File: config.mk
export PLATFORM = sky130hd
export DESIGN_NAME = skyatl_ram
export DESIGN_NICKNAME = d
export VERILOG_FILES = /design/src/hw/rtl/skyatl_ram.sv
export SDC_FILE = /design/constraint.sdc
export NUM_CORES = 2
export LEC_CHECK = 0
export BUFFER_PORTS_ARGS = -buffer_cell sky130_fd_sc_hd__buf_2
export CAP_MARGIN = 0
export CELL_PAD_IN_SITES_DETAIL_PLACEMENT = 0
export CELL_PAD_IN_SITES_GLOBAL_PLACEMENT = 1
export CORE_ASPECT_RATIO = 2
export CORE_UTILIZATION = 55
export DETAILED_ROUTE_END_ITERATION = 7
export PLACE_DENSITY = 0.81
export SLEW_MARGIN = 10
export SYNTH_ARGS = -nofsm -noshare
export SYNTH_HDL_FRONTEND = slang
export SYNTH_MEMORY_MAX_BITS = 65536
export SYNTH_SLANG_ARGS = --single-unit
File: constraint.sdc
create_clock -name i_clk -period 2.4 [get_ports i_clk]
set_input_delay 0.12 -clock i_clk [delete_from_list [all_inputs] [get_ports i_clk]]
set_output_delay 0.12 -clock i_clk [all_outputs]
set_load 0.01 [all_outputs]
File: src/hw/rtl/skyatl_ram.sv
// Generic simple dual-port RAM: one write port, one read port with registered data.
`timescale 1ns / 1ps

module skyatl_ram #(
    parameter int WIDTH = 9,
    parameter int DEPTH = 512
) (
    input  logic                     i_clk,
    input  logic                     i_we,
    input  logic [$clog2(DEPTH)-1:0] i_waddr,
    input  logic [WIDTH-1:0]         i_wdata,
    input  logic [$clog2(DEPTH)-1:0] i_raddr,
    output logic [WIDTH-1:0]         o_rdata
);

    logic [WIDTH-1:0] r_mem [DEPTH];
    logic [WIDTH-1:0] r_rdata;

    // write port
    always_ff @(posedge i_clk) begin
        if (i_we) begin
            r_mem[i_waddr] <= i_wdata;
        end
    end

    // read port, registered read data
    always_ff @(posedge i_clk) begin
        r_rdata <= r_mem[i_raddr];
    end

    assign o_rdata = r_rdata;

endmodule

======== After elaboration in Yosys (flattened, before gate mapping) ========
Memory sizes are Yosys's and may differ from the RTL's. A register that Yosys moved wholly into a read port is not among the register bits.
Index checks and enable logic that the tools add are counted.
storage, ports and cells
  latch bits .............................. 0
  register bits after elaboration ......... 0
  memory bits (writable) .................. 4,608
  logic and storage cells ................. 3
  bits in read-only memories .............. 0
  output and inout port bits .............. 9
  memories ................................ 1
memory list
  memory  words  bits a word  read ports  clocked after memory_dff  write ports  line  source
  r_mem   512    9            1           1                         1            16    logic [WIDTH-1:0] r_mem [DEPTH];
cells by class
  divide/modulo/power cells ............... 0
  bitwise gates (word level) .............. 0
  shift-type cells ........................ 0
  eq/ne operators ......................... 0
  add/subtract/negate cells ............... 0
  multiply operators ...................... 0
  magnitude comparators ................... 0
  reductions and logical operators ........ 0
  muxes and demuxes ....................... 2
operator list
  kind               number
  two-way mux 1 bit  2

======== Depth between registers and ports, before layout ========
  word-level depth ........................ 2
  mapped depth ............................ 13
  gate-level depth less buffers ........... 7

======== Worst setup path before layout ========
No wires, ideal clock.
  kind .................................... input-to-reg
  start point ............................. input i_raddr[0]
  end point ............................... register r_rdata[0], in the netlist o_rdata[0] (read register of r_mem)
  data required time ...................... 2.283 ns
  arrival time ............................ 2.039 ns
  setup time .............................. 0.117 ns
  slack ................................... 0.244 ns
  cell stages on the path ................. 9
  path buffers ............................ 4
  cell sequence ........................... buf_6 buf_12 buf_12 buf_4 mux4_2 mux4_2 o21ai_1 o21ai_1 and4bb_1
RTL lines
  item                line  source
  start: declaration  12    input logic [$clog2(DEPTH)-1:0] i_raddr,
  end: declaration    17    logic [WIDTH-1:0] r_rdata;

==> results.cfg <==
[cells_and_area]
syn2layout_area_growth_pct = 16.6
final_nets = 10400
stdcell_count = 15000
drive_gt1_share_pct = 28.9
fillers = 21000

[logic_synthesis]
ys_seq_area_share_pct = 77.1
synth_flop_cell = edfxtp_1
synth_nets = 8917
ys_ff_latch = 4617
synth_area_leaders = edfxtp_1 (77%), mux4_2 (9.4%), mux2i_1 (4.9%)
netlist.area_leader.share_pct = 77.0
yosysWarnings = 0
synth_commonest_cells = edfxtp_1 (4608), mux2i_1 (879), mux4_2 (747)
synth.most_common_cell = edfxtp_1
synthCells = 8888
synthArstFlopShare_pct = 0
netlist_area_um2 = 180000
synth_top_area_cell = edfxtp_1
synth.lib_cells_used.distinct = 51
syn_avg_cell_area_um2 = 20.2
synth_enable_flop_cells = 4608

[timing]
slew_violations = 0
setup_viol_count_final = 8
tightestPinTransition_ns = 1.04
finalCritPeriodShare_pct = 110
rsz0062_at_grt = yes
slew_headroom_pct = 30.9
hold_viol_final = 0
setup_ws_ns = -0.232
period_minus_slack_ns = 2.63
fin_hold_ws_ns = 0.0582
skew_ns = 0.0592
fmax_mhz = 380

[placement]
dp_cells = 14300
port-buffer-count = 37
hpwl_um = 342000
gp_congestion = 0.988

[clock_tree]
root_buffer = clkbuf_16
numCtsBuffers = 367
max-clock-path-buffers = 4
h-tree-depth = 5
cts_tree = yes
clkLatencyLatePin_ns = 0.94
clock-sinks = 4617
path_clk_slew_ns = 0.07

[power]
p_per_area_nw_per_um2 = 766
leakagePower_uw = 0.0692
vdd_ir_drop_max_mv = 0.742

[grt]
grt_util_met3_pct = 4.63
grt_max_degree = 132
grt_use_met2_pct = 54.1
antenna_found_initial = 25
grt-ovfl-total = 0
use_met1_pct = 33.4
grt_pass1_vias = 101000
busiest_layer = met2
globalRouteTotalUtil_pct = 30.9
grt_pass1_wl_um = 718000

[critical_path]
start_kind = flop
cp-end-kind = flop
crit_slowest_cell = nand4_1
critical_path_buf_inv_count = 2
worstPathRequired_ns = 3.25
path_cells = mux2i_2 > o221ai_2 > o31ai_2 > buf_4 > nor4_4 > nand4_1 > buf_4 > nand4_1 > and4bb_1
critPathKind = flop to flop
r2r_slack_ns = -0.23
crit_arrival_ns = 3.49
critical_path.top_delay_family = simple AND/OR/NAND/NOR gates
slowest_delay_ns = 0.53
critPathMaxFanout = 2

[die]
core_area_um2 = 325000
design.die.area_um2 = 329000
die_h_um = 810
rows = 296
ioPinCount = 38
die_x_um = 406
start_util_pct = 55.3

[routing]
routed_wl_um = 509000
dr_total_vias = 97400
avgViaCountPerCell = 6.51
initialDrtViolationCount = 11500
dr.pass1.iters = 8
wl_per_cell_um = 34.0
drc = 0
ant_nets = 0

[run_status]
violations = setup timing
status = complete, but fails checks

[job]
maxCapViolCount = 0

[hold_path]
hold_class = primary input to flop
-- metrics by stage --
stage	cell area [um2]	setup WS (ns)	setup TNS, ns	utilization [%]	power, uW
floorplan	180000	0.244	0	-	94800
global placement	197000	-1.30	-9.15	60.6	99900
detailed placement	197000	-1.34	-12.45	60.6	100000
CTS	209000	-0.0684	-0.180	64.4	161000
global route	209000	-0.157	-0.540	64.5	164000
finish	210000	-0.232	-0.539	64.5	160000
-- cell type report --
cell class              count  area [um2]  share of cell area (%)
clock inverters           230        2440                    1.17
flip-flops and latches   4617      139000                    66.1
diodes                     13        32.5                  0.0155
repair buffers           1635       14900                    7.13
well taps                4321        5410                    2.58
inverters                   4        23.8                  0.0113
multi-input cells        3705       38500                    18.4
clock buffers             436        9600                    4.58
-- report_power, final --
group          leakage (uW)  internal, uW  switching, uW
Sequential           0.0415         88700            135
Combinational        0.0219          3660           6120
Clock               0.00582         33600          28300
Total                0.0692        126000          34500
-- worst reg2reg max path, delay by kind of cell, from the launching register on --
family | cells | cell delay, ns
flops | 1 | 0.36
mux | 1 | 0.09
compound gates | 2 | 0.40
buf+inv | 2 | 0.52
simple gates | 4 | 1.22
-- sequential cells by signal, indices dropped and copies added, names as in the netlist --
register  count
o_rdata       9
r_mem      4608
-- logic make-up (layout without fill, tap and decap cells) --
kind of cell,count (synthesis),after routing,synth area share (%)
buffers and inverters,566,2305,1.85
muxes,1643,1643,14.4
other,0,13,0
DFF,4617,4617,77.1
AOI/OAI and AO/OA,1102,1102,4.30
and+or+nand+nor,960,960,2.34
-- layer usage --
metal | vias to the layer above | wire (um)
li1 | 39900 | -
met1 | 50600 | 159000
met2 | 5371 | 266000
met3 | 1461 | 36700
met4 | 12 | 47300
met5 | - | 65
-- worst paths after layout --
path | start | end | depth (start not counted)
min | i_waddr[2] | r_mem[437][7] | 7
max reg2reg | r_mem[90][0] | o_rdata[0] | 9
max | r_mem[90][0] | o_rdata[0] | 9
min reg2reg | r_mem[182][1] | o_rdata[1] | 5
-- what timing repair did --
| action | CTS | global route |
|---|---|---|
| endpoints found under the hold margin | 2575 | 0 |
| hold buffers | 12 | 0 |
| setup buffers | 1 | 4 |
| endpoints found under the setup margin | 9 | 8 |
| pin swaps | 26 | 24 |
| gates resized for setup | 85 | 41 |
-- cell usage in the layout (no fill, tap or decap), drive strengths merged, types with 28 or more instances in the layout --
cell type	count
a21oi	217
a22oi	51
buf	1622
bufinv	44
clkbuf	437
clkinv	131
clkinvlp	34
edfxtp	4608
mux2i	879
mux4	747
nand2	125
nand4	66
nor2	601
nor3	47
nor4	28
o21ai	145
o221ai	431
o22ai	192
(Power assumes the default switching activity.)
